$ cat src/rtl/swgd_pkg.sv
// Shared types and constants for the swipe gesture direction detector.
// Used by every module in rtl/; depends on nothing else.
`timescale 1ns / 1ps
`default_nettype none

package swgd_pkg;

    // sample and direction widths
    localparam int unsigned LEVEL_W  = 8;
    localparam int unsigned DIR_W    = LEVEL_W + 1;   // r - l or u - d
    localparam int unsigned DELTA_W  = DIR_W + 1;     // entry - last
    localparam int unsigned MARGIN_W = 7;
    localparam int unsigned GEST_W   = 3;

    // configuration port
    localparam int unsigned CFG_INDEX_W = 1;
    localparam int unsigned CFG_DATA_W  = 8;

    // register indexes
    localparam logic [CFG_INDEX_W-1:0] REG_ABSENCE_THRESHOLD  = 1'd0;
    localparam logic [CFG_INDEX_W-1:0] REG_SENSITIVITY_MARGIN = 1'd1;

    // register reset values
    localparam logic [LEVEL_W-1:0]  THRESHOLD_RESET = 8'd30;
    localparam logic [MARGIN_W-1:0] MARGIN_RESET    = 7'd20;

    // stream widths (whole bytes)
    localparam int unsigned IN_TDATA_W  = 40;
    localparam int unsigned OUT_TDATA_W = 8;

    // gesture codes
    typedef enum logic [GEST_W-1:0] {
        GEST_NONE  = 3'd0,
        GEST_UP    = 3'd1,
        GEST_DOWN  = 3'd2,
        GEST_LEFT  = 3'd3,
        GEST_RIGHT = 3'd4
    } gesture_t;

    // live configuration
    typedef struct packed {
        logic [LEVEL_W-1:0]  threshold;
        logic [MARGIN_W-1:0] margin;
    } cfg_t;

    // one proximity sample
    typedef struct packed {
        logic               clear_latch;
        logic [LEVEL_W-1:0] right_level;
        logic [LEVEL_W-1:0] left_level;
        logic [LEVEL_W-1:0] down_level;
        logic [LEVEL_W-1:0] up_level;
    } sample_t;

    // one result
    typedef struct packed {
        gesture_t pending_gesture;
        gesture_t gesture_now;
    } result_t;

endpackage

`default_nettype wire

$ cat src/rtl/swgd_cfg.sv
// Configuration registers: absence threshold and sensitivity margin.
// Depends on swgd_pkg.
`timescale 1ns / 1ps
`default_nettype none

module swgd_cfg
(
    input  wire logic                             clk,
    input  wire logic                             rst_n,
    input  wire logic                             cfg_we,
    input  wire logic [swgd_pkg::CFG_INDEX_W-1:0] cfg_index,
    input  wire logic [swgd_pkg::CFG_DATA_W-1:0]  cfg_wdata,
    output swgd_pkg::cfg_t                        cfg
);
    import swgd_pkg::*;

    logic [LEVEL_W-1:0]  threshold_reg;
    logic [MARGIN_W-1:0] margin_reg;

    // register writes, masked to register width
    always_ff @(posedge clk or negedge rst_n)
    begin
        if (!rst_n)
        begin
            threshold_reg <= THRESHOLD_RESET;
            margin_reg    <= MARGIN_RESET;
        end
        else if (cfg_we)
        begin
            case (cfg_index)
                REG_ABSENCE_THRESHOLD:  threshold_reg <= cfg_wdata[LEVEL_W-1:0];
                REG_SENSITIVITY_MARGIN: margin_reg    <= cfg_wdata[MARGIN_W-1:0];
                default: ;
            endcase
        end
    end

    assign cfg.threshold = threshold_reg;
    assign cfg.margin    = margin_reg;

endmodule

`default_nettype wire

$ cat src/rtl/swgd_core.sv
// Per-sample decision logic and the tracking state (armed flag, last and
// entry direction vectors, latched gesture). Depends on swgd_pkg.
`timescale 1ns / 1ps
`default_nettype none

module swgd_core
(
    input  wire logic               clk,
    input  wire logic               rst_n,
    input  wire logic               step,
    input  swgd_pkg::sample_t       sample,
    input  swgd_pkg::cfg_t          cfg,
    output swgd_pkg::result_t       result
);
    import swgd_pkg::*;

    logic                       armed_reg, armed_next;
    logic signed [DIR_W-1:0]    last_x_reg, last_x_next;
    logic signed [DIR_W-1:0]    last_y_reg, last_y_next;
    logic signed [DIR_W-1:0]    entry_x_reg, entry_x_next;
    logic signed [DIR_W-1:0]    entry_y_reg, entry_y_next;
    gesture_t                   latch_reg, latch_next;

    logic                       absent;
    logic                       has_entry;
    logic signed [DIR_W-1:0]    dir_x;
    logic signed [DIR_W-1:0]    dir_y;
    logic signed [DELTA_W-1:0]  delta_x;
    logic signed [DELTA_W-1:0]  delta_y;
    logic signed [DELTA_W-1:0]  pos_margin;
    logic signed [DELTA_W-1:0]  neg_margin;
    gesture_t                   now;
    gesture_t                   pending;

    // presence test and current direction
    assign absent = (sample.up_level    < cfg.threshold) &&
                    (sample.down_level  < cfg.threshold) &&
                    (sample.left_level  < cfg.threshold) &&
                    (sample.right_level < cfg.threshold);
    assign dir_x = $signed({1'b0, sample.right_level}) - $signed({1'b0, sample.left_level});
    assign dir_y = $signed({1'b0, sample.up_level})    - $signed({1'b0, sample.down_level});

    // net motion from entry to last sample
    assign has_entry  = (entry_x_reg != '0) || (entry_y_reg != '0);
    assign delta_x    = DELTA_W'(entry_x_reg) - DELTA_W'(last_x_reg);
    assign delta_y    = DELTA_W'(entry_y_reg) - DELTA_W'(last_y_reg);
    assign pos_margin = $signed({{(DELTA_W-MARGIN_W){1'b0}}, cfg.margin});
    assign neg_margin = -pos_margin;

    // direction decision, later tests win
    always_comb
    begin
        now = GEST_NONE;
        if (absent && has_entry)
        begin
            if (delta_x < neg_margin) now = GEST_LEFT;
            if (delta_x > pos_margin) now = GEST_RIGHT;
            if (delta_y < neg_margin) now = GEST_DOWN;
            if (delta_y > pos_margin) now = GEST_UP;
        end
    end

    assign pending = (now != GEST_NONE) ? now : latch_reg;

    // next tracking state
    always_comb
    begin
        armed_next   = armed_reg;
        last_x_next  = last_x_reg;
        last_y_next  = last_y_reg;
        entry_x_next = entry_x_reg;
        entry_y_next = entry_y_reg;
        latch_next   = sample.clear_latch ? GEST_NONE : pending;
        if (absent)
        begin
            armed_next = 1'b1;
            if (has_entry)
            begin
                last_x_next  = '0;
                last_y_next  = '0;
                entry_x_next = '0;
                entry_y_next = '0;
            end
        end
        else
        begin
            last_x_next = dir_x;
            last_y_next = dir_y;
            if (armed_reg)
            begin
                armed_next   = 1'b0;
                entry_x_next = dir_x;
                entry_y_next = dir_y;
            end
        end
    end

    // state update once per sample
    always_ff @(posedge clk or negedge rst_n)
    begin
        if (!rst_n)
        begin
            armed_reg   <= 1'b0;
            last_x_reg  <= '0;
            last_y_reg  <= '0;
            entry_x_reg <= '0;
            entry_y_reg <= '0;
            latch_reg   <= GEST_NONE;
        end
        else if (step)
        begin
            armed_reg   <= armed_next;
            last_x_reg  <= last_x_next;
            last_y_reg  <= last_y_next;
            entry_x_reg <= entry_x_next;
            entry_y_reg <= entry_y_next;
            latch_reg   <= latch_next;
        end
    end

    assign result.gesture_now     = now;
    assign result.pending_gesture = pending;

endmodule

`default_nettype wire

$ cat src/rtl/swipe_gesture_direction_detector.sv
// Swipe gesture direction detector: one result transfer per sample transfer,
// in order. A sample is registered at the input, decided from the input
// register and placed in the result register; a new sample is taken every
// cycle while results drain, and throughput is one sample per cycle while
// the result register is free or being taken. When the result register is
// full and not being taken, the input register fills and s_axis_tready
// drops. Configuration writes take effect for samples decided after the
// write. Depends on swgd_pkg, swgd_cfg and swgd_core.
`timescale 1ns / 1ps
`default_nettype none

module swipe_gesture_direction_detector
(
    input  wire logic                              clk,
    input  wire logic                              rst_n,
    // configuration
    input  wire logic                              cfg_we,
    input  wire logic [swgd_pkg::CFG_INDEX_W-1:0]  cfg_index,
    input  wire logic [swgd_pkg::CFG_DATA_W-1:0]   cfg_wdata,
    // samples
    input  wire logic                              s_axis_tvalid,
    output logic                                   s_axis_tready,
    // up_level[7:0], down_level[15:8], left_level[23:16], right_level[31:24],
    // clear_latch[32], zero[39:33]
    input  wire logic [swgd_pkg::IN_TDATA_W-1:0]   s_axis_tdata,
    // results
    output logic                                   m_axis_tvalid,
    input  wire logic                              m_axis_tready,
    // gesture_now[2:0], pending_gesture[5:3], zero[7:6]
    output logic [swgd_pkg::OUT_TDATA_W-1:0]       m_axis_tdata
);
    import swgd_pkg::*;

    cfg_t    cfg;
    sample_t sample_reg;
    logic    sample_valid_reg;
    result_t result;
    result_t result_reg;
    logic    result_valid_reg;
    logic    out_free;
    logic    advance;
    logic    s_xfer;

    swgd_cfg u_cfg
    (
        .clk       (clk),
        .rst_n     (rst_n),
        .cfg_we    (cfg_we),
        .cfg_index (cfg_index),
        .cfg_wdata (cfg_wdata),
        .cfg       (cfg)
    );

    // pipeline handshake
    assign out_free      = !result_valid_reg || m_axis_tready;
    assign advance       = sample_valid_reg && out_free;
    assign s_axis_tready = !sample_valid_reg || out_free;
    assign s_xfer        = s_axis_tvalid && s_axis_tready;

    // input register
    always_ff @(posedge clk or negedge rst_n)
    begin
        if (!rst_n)
        begin
            sample_valid_reg <= 1'b0;
        end
        else if (s_axis_tready)
        begin
            sample_valid_reg <= s_axis_tvalid;
        end
    end

    always_ff @(posedge clk)
    begin
        if (s_xfer)
        begin
            sample_reg.up_level    <= s_axis_tdata[7:0];
            sample_reg.down_level  <= s_axis_tdata[15:8];
            sample_reg.left_level  <= s_axis_tdata[23:16];
            sample_reg.right_level <= s_axis_tdata[31:24];
            sample_reg.clear_latch <= s_axis_tdata[32];
        end
    end

    swgd_core u_core
    (
        .clk    (clk),
        .rst_n  (rst_n),
        .step   (advance),
        .sample (sample_reg),
        .cfg    (cfg),
        .result (result)
    );

    // result register
    always_ff @(posedge clk or negedge rst_n)
    begin
        if (!rst_n)
        begin
            result_valid_reg <= 1'b0;
        end
        else if (out_free)
        begin
            result_valid_reg <= sample_valid_reg;
        end
    end

    always_ff @(posedge clk)
    begin
        if (advance)
        begin
            result_reg <= result;
        end
    end

    assign m_axis_tvalid = result_valid_reg;
    assign m_axis_tdata  = {2'b00, result_reg.pending_gesture, result_reg.gesture_now};

    // a gesture decided by a sample is also the one reported as pending
    assert property (@(posedge clk) disable iff (!rst_n)
        (m_axis_tvalid && (result_reg.gesture_now != GEST_NONE))
            |-> (result_reg.pending_gesture == result_reg.gesture_now))
        else $error("decided gesture differs from pending gesture");

    // input back-pressure only while a held sample waits on a stalled result
    assert property (@(posedge clk) disable iff (!rst_n)
        !s_axis_tready |-> (sample_valid_reg && m_axis_tvalid && !m_axis_tready))
        else $error("input stalled without a stalled result");

    // a sample held in the input register moves to the output once it frees
    assert property (@(posedge clk) disable iff (!rst_n)
        advance |=> m_axis_tvalid)
        else $error("advanced sample produced no result");

endmodule

`default_nettype wire

$ cat config.mk
export PLATFORM = sky130hd
export DESIGN_NAME = swipe_gesture_direction_detector
export DESIGN_NICKNAME = d
export VERILOG_FILES = /design/src/rtl/swgd_pkg.sv /design/src/rtl/swgd_cfg.sv /design/src/rtl/swgd_core.sv /design/src/rtl/swipe_gesture_direction_detector.sv
export SDC_FILE = /design/constraint.sdc
export NUM_CORES = 1
export LEC_CHECK = 0
export BUFFER_PORTS_ARGS = -buffer_cell sky130_fd_sc_hd__buf_2
export CORE_UTILIZATION = 50
export CTS_BUF_LIST = sky130_fd_sc_hd__clkbuf_16
export CTS_CLUSTER_SIZE = 28
export DETAILED_ROUTE_END_ITERATION = 8
export GPL_ROUTABILITY_DRIVEN = 0
export GPL_TIMING_DRIVEN = 0
export PLACE_DENSITY = 0.82
export SLEW_MARGIN = 20
export SYNTH_ARGS = -nofsm -noshare
export SYNTH_HDL_FRONTEND = slang
export SYNTH_SLANG_ARGS = --single-unit
$ cat constraint.sdc
create_clock -name clk -period 3.55 [get_ports clk]
set_clock_uncertainty 0.05 [all_clocks]
set_input_delay 0 -clock clk [delete_from_list [all_inputs] [get_ports clk]]
set_output_delay 0 -clock clk [all_outputs]
set_load 0.02 [all_outputs]
==> results of run 1 <==
[layer usage]
| layer | share of wire (%) | vias to the layer above |
|---|---|---|
| met1 | 40 | 2504 |
| li1 | - | 2534 |
| met5 | 0 | - |
| met3 | 3.7 | 54 |
| met4 | 3.9 | 0 |
| met2 | 53 | 162 |
[where the power goes]
part           switching [W]  internal [W]  leakage (nW)
clock network       0.000428      0.000563         0.155
registers           0.000188       0.00142          1.07
logic                0.00227       0.00186          2.45
total                0.00288       0.00384          3.68
[area by class of cell]
type / count / area, um^2 / share of cell area (%)
timing repair buffer: 111 / 818 / 10.3
clock inverter: 5 / 35.0 / 0.442
sequential: 96 / 2610 / 32.9
inverter: 61 / 229 / 2.89
clock buffer: 11 / 275 / 3.48
tap: 168 / 210 / 2.65
multi-input combinational: 461 / 3680 / 46.5
buffer: 11 / 61.3 / 0.774
[through the flow]
| stage | utilization [%] | total power [W] |
|---|---|---|
| floorplan | - | 0.00409 |
| global placement | 56.2 | 0.00471 |
| detailed placement | 56.2 | 0.00493 |
| CTS | 63.4 | 0.00621 |
| global route | 64.6 | 0.00724 |
| finish | 64.6 | 0.00672 |
[cell usage after synthesis (3+ instances only)]
cell      instances
nor3_1            9
a21oi_1          18
nand2b_1         11
dfrtp_1          51
inv_1            61
nor4_1            4
mux2_2            8
nand4_1           4
a31oi_1           6
o21bai_1          3
o21ai_0          47
nand2_1          63
dfstp_2           6
o31a_1            4
a211o_1           5
nor2_1           23
o31ai_1          16
xor2_1            9
nor2b_1          17
fa_1              4
buf_4             4
a22oi_1           4
a21o_1           17
edfxtp_1         39
nand3_1          10
clkbuf_1          4
o21a_1           11
buf_2             3
a211oi_1          5
o22ai_1           3
o211ai_1          6
xnor2_1          19
ha_1             95
nor3b_1           4
[logic make-up (layout without fill, tap and decap cells)]
family                   Yosys count  after routing  share of synthesized area (%)
buffers and inverters             72            199                           4.52
adder cells (fa/ha/maj)           99             99                           19.8
multiplexers                       8              8                           1.41
flip-flops                        96             96                           40.7
AND/OR/NAND/NOR                  156            156                           11.8
AO/OA/AOI/OAI                    168            168                           17.8
XOR/XNOR                          28             28                           3.83
other                              1              2                         0.0586
[critical path: cells and delay by family (launching register included)]
kind	cells	cell delay, ns
adder cells (fa/ha/maj)	2	0.56
XOR/XNOR	1	0.17
AO/OA/AOI/OAI	8	1.70
flip-flops	1	0.44
AND/OR/NAND/NOR	3	0.52
[worst paths after layout]
check,start,to,depth (start not counted)
max,u_core.entry_y_reg[1],m_axis_tdata[3],14
min,cfg_we,u_cfg.threshold_reg[3],4
max reg2reg,u_core.entry_y_reg[1],m_axis_tdata[3],14
min reg2reg,sample_valid_reg,m_axis_tvalid,1
max in group asynchronous,rst_n,u_core.entry_y_reg[1],2
min in group asynchronous,rst_n,u_core.latch_reg[0],2
[cells in the final DEF (no fill, tap or decap), types with 3 or more instances in the layout]
master,count
nor3_1,8
o31a_1,4
xor2_1,9
nand4_1,4
a22oi_1,4
o22ai_1,3
buf_4,15
nand3_1,10
a21oi_1,15
xnor2_1,16
dfstp_2,6
buf_2,56
nor4_1,4
xnor2_2,3
nand2b_1,11
o211ai_1,6
dfrtp_1,50
clkbuf_1,3
nand2_1,63
o21bai_1,3
ha_1,93
a21o_1,17
mux2_2,8
o21a_1,11
a211oi_1,3
inv_1,60
nor2_1,21
a211o_1,5
fa_1,3
nor3b_1,3
o31ai_1,15
o21ai_0,45
clkbuf_16,11
dlygate4sd3_1,47
nor2b_1,17
a31oi_1,4
a21oi_2,3
edfxtp_1,39
o21ai_1,3
[repair_timing]
action | in CTS | in global routing
gates cloned | 0 | 0
gates resized for setup | 15 | 21
hold endpoints to repair | 101 | 0
endpoints found under the setup margin | 8 | 15
buffers inserted | 6 | 4
pin swaps | 11 | 17
hold buffers | 47 | 0
==> impl_metrics.py, run 1 <==
metrics = {
    "floorplanning": {
        "rows": 40,
        "dieArea_um2": 13200,
        "die_h_um": 115,
        "die_w_um": 115,
        "coreArea_um2": 12300,
        "start_util_pct": 52.2,
        "pin_count": 64,
    },
    "setup_path": {
        "crit_chain": "ha_1, nor2b_1, o31a_1, o32ai_4, xnor2_1, ha_1, a21o_1, a211oi_4, nand3b_1, a21oi_2, a311oi_4, a21boi_4, or2_4, a31o_2",
        "cpMostUsedCell": "ha_1",
        "cpMaxStageDelayCell": "dfrtp_2",
        "start_kind": "register",
        "critPathMaxStageDelay_ns": 0.44,
        "criticalPathCategory": "reg2reg",
        "cp.arrival_ns": 3.74,
        "cp_max_fo": 4,
        "required_ns": 3.61,
        "regToRegSetupSlack_ns": -0.13,
        "cp-end-kind": "register",
    },
    "sta": {
        "fin_crit_ns": 3.68,
        "worstMarginPinSlew_ns": 0.715,
        "slew_violations": 0,
        "hold_viol_final": 0,
        "whs_ns": 0.0615,
        "max_slew_margin_pct": 52.4,
        "timing.final.crit_share_pct": 104,
        "fin_tns_setup_ns": -0.436,
        "setup_ws_ns": -0.132,
        "max_freq_ghz": 0.272,
        "rsz0062_at_grt": "true",
        "final-setup-viol-count": 6,
    },
    "detailed_routing": {
        "drt_iter0_markers": 415,
        "dr.pass1.iters": 7,
        "via_per_inst": 5.69,
        "dr_total_vias": 5254,
        "drc": 0,
        "wl_per_cell_um": 16.8,
        "totalWireLength_um": 15500,
        "antenna_left": 0,
    },
    "clocking": {
        "clock_latency_ns": 0.35,
        "h-tree-depth": 3,
        "clkTransAtPathRegs_ns": 0.07,
        "cts_root_buf": "clkbuf_16",
        "cts.sinks": 96,
        "cts_buffer_depth": 2,
        "cts_tree": "yes",
        "cts_made_buffers": 9,
    },
    "final_layout": {
        "syn2layout_area_growth_pct": 23.8,
        "n_antenna_cell": 0,
        "stdcell_area_um2": 7920,
        "num-nets-final": 904,
        "largest_reg_flops": 33,
        "fin_cells": 924,
        "fillCellCount": 919,
        "drive_gt1_share_pct": 18.0,
    },
    "global_route": {
        "grt_util_met3_pct": 3.74,
        "grt_pass1_wl_um": 25600,
        "track_usage_pct": 25.4,
        "grt_max_degree": 58,
        "top_usage_layer": "met2",
        "grt_use_met2_pct": 47.3,
        "grt_pass1_vias": 5590,
        "overflow": 0,
        "grt.met1_usage_pct": 27.1,
        "antenna_found_initial": 0,
    },
    "synth": {
        "ys_seq_elements": 96,
        "synth-async-reset-ratio_pct": 59.4,
        "syn_inst": 628,
        "synth_cell_types": 58,
        "synth_flop_cell": "dfrtp_1",
        "ys_seq_area_share_pct": 40.7,
        "synth.avg_cell_area_um2": 10.2,
        "synth_area_um2": 6400,
        "synth-edff-count": 39,
        "yosysTopAreaCell": "dfrtp_1",
        "synthTopCellsByArea": "dfrtp_1 (20%), ha_1 (19%), edfxtp_1 (18%)",
        "synth_warnings": 0,
        "synth_top_area_share_pct": 20.0,
    },
    "placement": {
        "dp_hpwl_um": 11200,
        "placed_area_um2": 6900,
        "io_buffer_count": 54,
        "dpl.cell_count": 851,
        "preCtsSetupSlack_ns": -0.441,
    },
    "job": {
        "max_cap_viol_count": 0,
    },
    "hold_path": {
        "hold_path.class": "in2reg",
    },
    "power": {
        "leakage_nw": 3.68,
        "max-vdd-ir-drop_mv": 0.393,
        "p_per_area_nw_per_um2": 849,
    },
    "outcome": {
        "status": "finished with violations",
        "violations": "setup timing",
    },
}
Power figures use the tool's default switching activity.
==> run 2: changes to the inputs <==
Settings changed: CORE_UTILIZATION 50 to 45, PLACE_DENSITY 0.82 to 0.76.
==> impl_metrics.py, run 2 (synthesis gave the netlist of run 1 again) <==
metrics = {
    "clocking": {
        "cts_root_buf": "clkbuf_16",
        "h-tree-depth": 3,
        "cts_buffer_depth": 2,
        "cts_tree": "yes",
        "cts_made_buffers": 9,
        "cts.sinks": 96,
        "clkTransAtPathRegs_ns": 0.07,
        "clock_latency_ns": 0.35,
    },
    "outcome": {
        "violations": "setup timing",
        "status": "finished with violations",
    },
    "setup_path": {
        "cp.arrival_ns": 3.85,
        "cp-end-kind": "register",
        "required_ns": 3.61,
        "criticalPathCategory": "reg2reg",
        "cp_max_fo": 4,
        "start_kind": "register",
    },
    "floorplanning": {
        "pin_count": 64,
        "coreArea_um2": 13900,
        "die_w_um": 121,
        "dieArea_um2": 14700,
        "start_util_pct": 46.1,
        "rows": 43,
        "die_h_um": 121,
    },
    "sta": {
        "max_slew_margin_pct": 50.6,
        "setup_ws_ns": -0.240,
        "slew_violations": 0,
        "rsz0062_at_grt": "true",
        "timing.final.crit_share_pct": 107,
        "max_freq_ghz": 0.264,
        "hold_viol_final": 0,
        "worstMarginPinSlew_ns": 0.741,
        "final-setup-viol-count": 7,
        "fin_crit_ns": 3.79,
    },
    "power": {
        "p_sw_w": 0.00286,
        "power.total_w": 0.00668,
        "max-vdd-ir-drop_mv": 0.326,
        "power_frac_comb_pct": 61.5,
        "p_per_area_nw_per_um2": 842,
        "switching_share_pct": 42.9,
        "internal_power_w": 0.00381,
        "power.share.sequential_pct": 24.1,
        "leakage_nw": 3.67,
        "pwr-share-clk_pct": 14.4,
    },
    "placement": {
        "preCtsSetupSlack_ns": -0.365,
        "dpl.cell_count": 863,
        "io_buffer_count": 54,
        "dp_hpwl_um": 11300,
    },
    "final_layout": {
        "n_antenna_cell": 0,
        "num-nets-final": 905,
        "post-route-util_pct": 57.1,
        "syn2layout_area_growth_pct": 24.0,
        "largest_reg_flops": 33,
        "final_common_cell": "ha_1",
        "fin_cells": 937,
        "drive_gt1_share_pct": 18.4,
        "final_cell_mix": "ha_1 (93), nand2_1 (63), inv_1 (59), buf_2 (56), dfrtp_1 (50)",
    },
    "detailed_routing": {
        "totalWireLength_um": 15200,
        "drt_iter0_markers": 328,
        "dr.pass1.iters": 4,
        "wl_per_cell_um": 16.3,
        "antenna_left": 0,
        "via_per_inst": 5.60,
        "drc": 0,
        "dr_total_vias": 5245,
    },
    "global_route": {
        "overflow": 0,
        "grt_pass1_wl_um": 25300,
        "antenna_found_initial": 0,
        "grt_max_degree": 58,
        "grt_pass1_vias": 5520,
        "track_usage_pct": 22.3,
    },
    "job": {
        "max_cap_viol_count": 0,
    },
    "hold_path": {
        "hold_path.class": "in2reg",
    },
}
## run 2: cell count changes in the layout (fill, tap and decap cells not counted), sizes merged
| cell | previous run | this run |
|---|---|---|
| clkbuf | 15 | 14 |
| clkinv | 0 | 2 |
| clkinvlp | 1 | 0 |
| dlygate4sd3 | 47 | 48 |
## run 2: worst paths after layout
| path | startpoint | end | slack, ns | depth (start not counted) |
|---|---|---|---|---|
| hold / removal | cfg_we | u_cfg.threshold_reg[2] | 0.07 | 4 |
| setup / recovery | u_core.entry_y_reg[0] | m_axis_tdata[3] | -0.24 | 18 |
| min in group asynchronous | rst_n | u_core.latch_reg[1] | 0.19 | 2 |
| setup reg to reg | u_core.entry_y_reg[0] | m_axis_tdata[3] | -0.24 | 18 |
| hold reg to reg | u_core.last_y_reg[5] | u_core.last_y_reg[5] | 0.44 | 2 |
| max in group asynchronous | rst_n | u_core.entry_y_reg[1] | 2.75 | 2 |
## run 2: repair_timing
action | 4_1_cts | 5_1_grt
resized for setup | 15 | 23
endpoints found under the hold margin | 101 | 0
setup buffers | 7 | 3
endpoints found under the setup margin | 8 | 12
hold buffers | 48 | 0
pin swaps | 14 | 15
## run 2: critical path: stages (launching register included)
cell and delay, ns:
dfrtp_1 0.40, inv_1 0.07, ha_2 0.18, inv_2 0.04
fa_2 0.37, a211oi_4 0.24, nor2_2 0.07, o21a_1 0.19
nor2_2 0.12, xnor2_2 0.11, ha_2 0.19, a21o_1 0.16
a211oi_2 0.33, nand3b_1 0.13, a21oi_2 0.17, a311oi_4 0.09
a21boi_4 0.18, or2_4 0.23, a31o_2 0.23
## run 2: area by class of cell
cell class,instances,area [um^2]
Buffer,11,61.3
Clock buffer,10,250
Clock inverter,6,47.5
Fill cell,1146,5950
Inverter,61,229
Multi-Input combinational cell,461,3680
Sequential cell,96,2610
Tap cell,180,225
Timing Repair Buffer,112,828
## run 2: layer usage
layer  GRT usage, %  vias up  share of wire (%)
met2           40.7      139                 52
met1           24.5     2517                 40
met5              0        -                  0
met4           12.9        0                4.5
li1               -     2530                  -
met3           3.48       59                3.3
## run 2: through the flow
step,hold WS (ns),setup TNS (ns),area [um^2]
after floorplan,-0.346,0,6410
after global placement,0.127,-0.960,6910
after detailed placement,0.0334,-1.98,6910
after CTS,0.0667,-0.773,7790
after global routing,0.0798,-1.85,7930
final,0.0687,-0.982,7930
## run 2: power groups by stage
stage / clock (W) / sequential, W / combinational [W]
detailed placement: 0 / 0.00162 / 0.00332
global route: 0.00102 / 0.00164 / 0.00455
finish: 0.000962 / 0.00161 / 0.00410
global placement: 0 / 0.00161 / 0.00311
CTS: 0.000968 / 0.00160 / 0.00363
floorplan: 0 / 0.00158 / 0.00251
==> run 3: changes to the inputs <==
Settings changed: CORE_UTILIZATION 45 to 35, GPL_TIMING_DRIVEN 0 to default, PLACE_DENSITY 0.76 to 0.62.
Clock period 3.55 ns to 4 ns, I/O delays scaled along.
==> impl_metrics.py, run 3 (synthesis gave the netlist of run 1 again) <==
metrics = {
    "global_route": {
        "grt_pass1_vias": 4896,
        "track_usage_pct": 16.4,
        "overflow": 0,
        "grt_max_degree": 55,
        "grt_pass1_wl_um": 23500,
        "antenna_found_initial": 0,
    },
    "setup_path": {
        "criticalPathCategory": "reg2reg",
        "cpMaxStageDelayCell": "fa_1",
        "cp-end-kind": "register",
        "crit_chain": "inv_1, ha_1, inv_1, fa_1, a211oi_2, buf_4, o21bai_1, a21oi_1, xnor2_1, ha_1, a211oi_2, nand3b_1, a21oi_1, a311oi_1, a21boi_2, or2_2, a31o_2",
        "required_ns": 4.06,
        "cp.arrival_ns": 3.89,
        "critPathMaxStageDelay_ns": 0.40,
        "start_kind": "register",
        "cp_max_fo": 4,
        "regToRegSetupSlack_ns": 0.17,
    },
    "final_layout": {
        "fillCellCount": 1719,
        "fin_cells": 974,
        "n_antenna_cell": 0,
        "drive_gt1_share_pct": 14.8,
        "ff_latch_area_um2": 2610,
        "num-nets-final": 893,
        "syn2layout_area_growth_pct": 21.9,
        "final_cell_mix": "ha_1 (95), nand2_1 (63), inv_1 (61), buf_2 (54), dfrtp_1 (51)",
        "largest_reg_flops": 33,
        "post-route-util_pct": 43.4,
        "multi_input_area_um2": 3540,
        "final_common_cell": "ha_1",
    },
    "clocking": {
        "clkTransAtPathRegs_ns": 0.07,
        "cts_tree": "yes",
        "cts_buffer_depth": 2,
        "h-tree-depth": 3,
        "cts.sinks": 96,
        "cts_root_buf": "clkbuf_16",
        "cts_made_buffers": 9,
        "clock_latency_ns": 0.36,
    },
    "detailed_routing": {
        "dr_total_vias": 4908,
        "drc": 0,
        "dr.pass1.iters": 4,
        "via_per_inst": 5.04,
        "antenna_left": 0,
        "drt_iter0_markers": 239,
        "totalWireLength_um": 14200,
        "wl_per_cell_um": 14.5,
    },
    "sta": {
        "timing.final.crit_share_pct": 95.7,
        "final-setup-viol-count": 0,
        "max_freq_ghz": 0.261,
        "slew_violations": 0,
        "hold_viol_final": 0,
        "max_slew_margin_pct": 39.0,
        "worstMarginPinSlew_ns": 0.914,
        "rsz0062_at_grt": "true",
        "fin_crit_ns": 3.83,
        "whs_ns": 0.0587,
    },
    "power": {
        "power.share.sequential_pct": 26.6,
        "leakage_nw": 3.61,
        "p_per_area_nw_per_um2": 684,
        "power_frac_comb_pct": 56.6,
        "switching_share_pct": 41.3,
        "pwr-share-clk_pct": 16.8,
        "internal_power_w": 0.00313,
        "max-vdd-ir-drop_mv": 0.322,
        "p_sw_w": 0.00220,
    },
    "floorplanning": {
        "pin_count": 64,
        "start_util_pct": 35.6,
        "rows": 49,
        "coreArea_um2": 18000,
        "die_h_um": 137,
        "dieArea_um2": 18800,
        "die_w_um": 137,
    },
    "hold_path": {
        "hold_path.class": "in2reg",
    },
    "outcome": {
        "status": "completed",
    },
    "job": {
        "max_cap_viol_count": 0,
    },
    "placement": {
        "io_buffer_count": 54,
        "dp_hpwl_um": 10900,
        "dpl.cell_count": 911,
    },
}
run 3: worst paths after layout:
path,startpoint,endpoint,cells after the start
max,u_core.entry_y_reg[0],m_axis_tdata[3],17
min,cfg_index,u_cfg.threshold_reg[3],4
max reg2reg,u_core.entry_y_reg[0],m_axis_tdata[3],17
min reg2reg,u_core.last_y_reg[2],u_core.last_y_reg[2],2
max in group asynchronous,rst_n,u_core.last_x_reg[1],3
min in group asynchronous,rst_n,m_axis_tvalid,3
run 3: metal layers:
metal,vias to the layer above,GRT usage [%],wire [um]
met5,-,0,0
met4,0,8.18,443
met3,24,2.50,362
met2,92,28.5,6940
met1,2290,19.6,6420
li1,2502,-,-
run 3: critical path: cells and delay by family, from the launching register on:
kind | cells | cell delay [ns]
simple gates | 2 | 0.43
flops | 1 | 0.39
compound gates | 8 | 1.48
xor+xnor | 1 | 0.14
fa+ha+maj | 3 | 0.83
buf+inv | 3 | 0.26
run 3: what timing repair did:
item,4_1_cts,5_1_grt
endpoints found under the setup margin,0,6
buffers inserted,0,1
resized for setup,0,10
hold buffers,46,0
endpoints found under the hold margin,101,0
run 3: power by group through the flow:
stage	Sequential (W)	Combinational [W]	Clock (W)
final	0.00142	0.00302	0.000895
after global routing	0.00145	0.00348	0.000950
after CTS	0.00142	0.00293	0.000919
after detailed placement	0.00144	0.00286	0
after global placement	0.00143	0.00285	0
after floorplan	0.00140	0.00221	0
run 3: area by class of cell:
cell class,count,area share (%)
multi-input cells,461,45.4
flip-flops and latches,96,33.4
repair buffers,111,10.4
well taps,229,3.68
clock buffers,11,3.53
inverters,61,2.94
clock inverters,5,0.546
run 3: metrics by stage:
step	setup TNS, ns	setup slack, ns	total power (W)	instance area [um^2]
3_3_place_gp	0	0.158	0.00429	6970
5_1_grt	-0.0507	-0.0302	0.00587	7790
6_report	0	0.174	0.00533	7790
3_5_place_dp	0	0.0951	0.00430	6970
4_1_cts	0	0.0597	0.00527	7750
2_1_floorplan	0	0.323	0.00361	6400
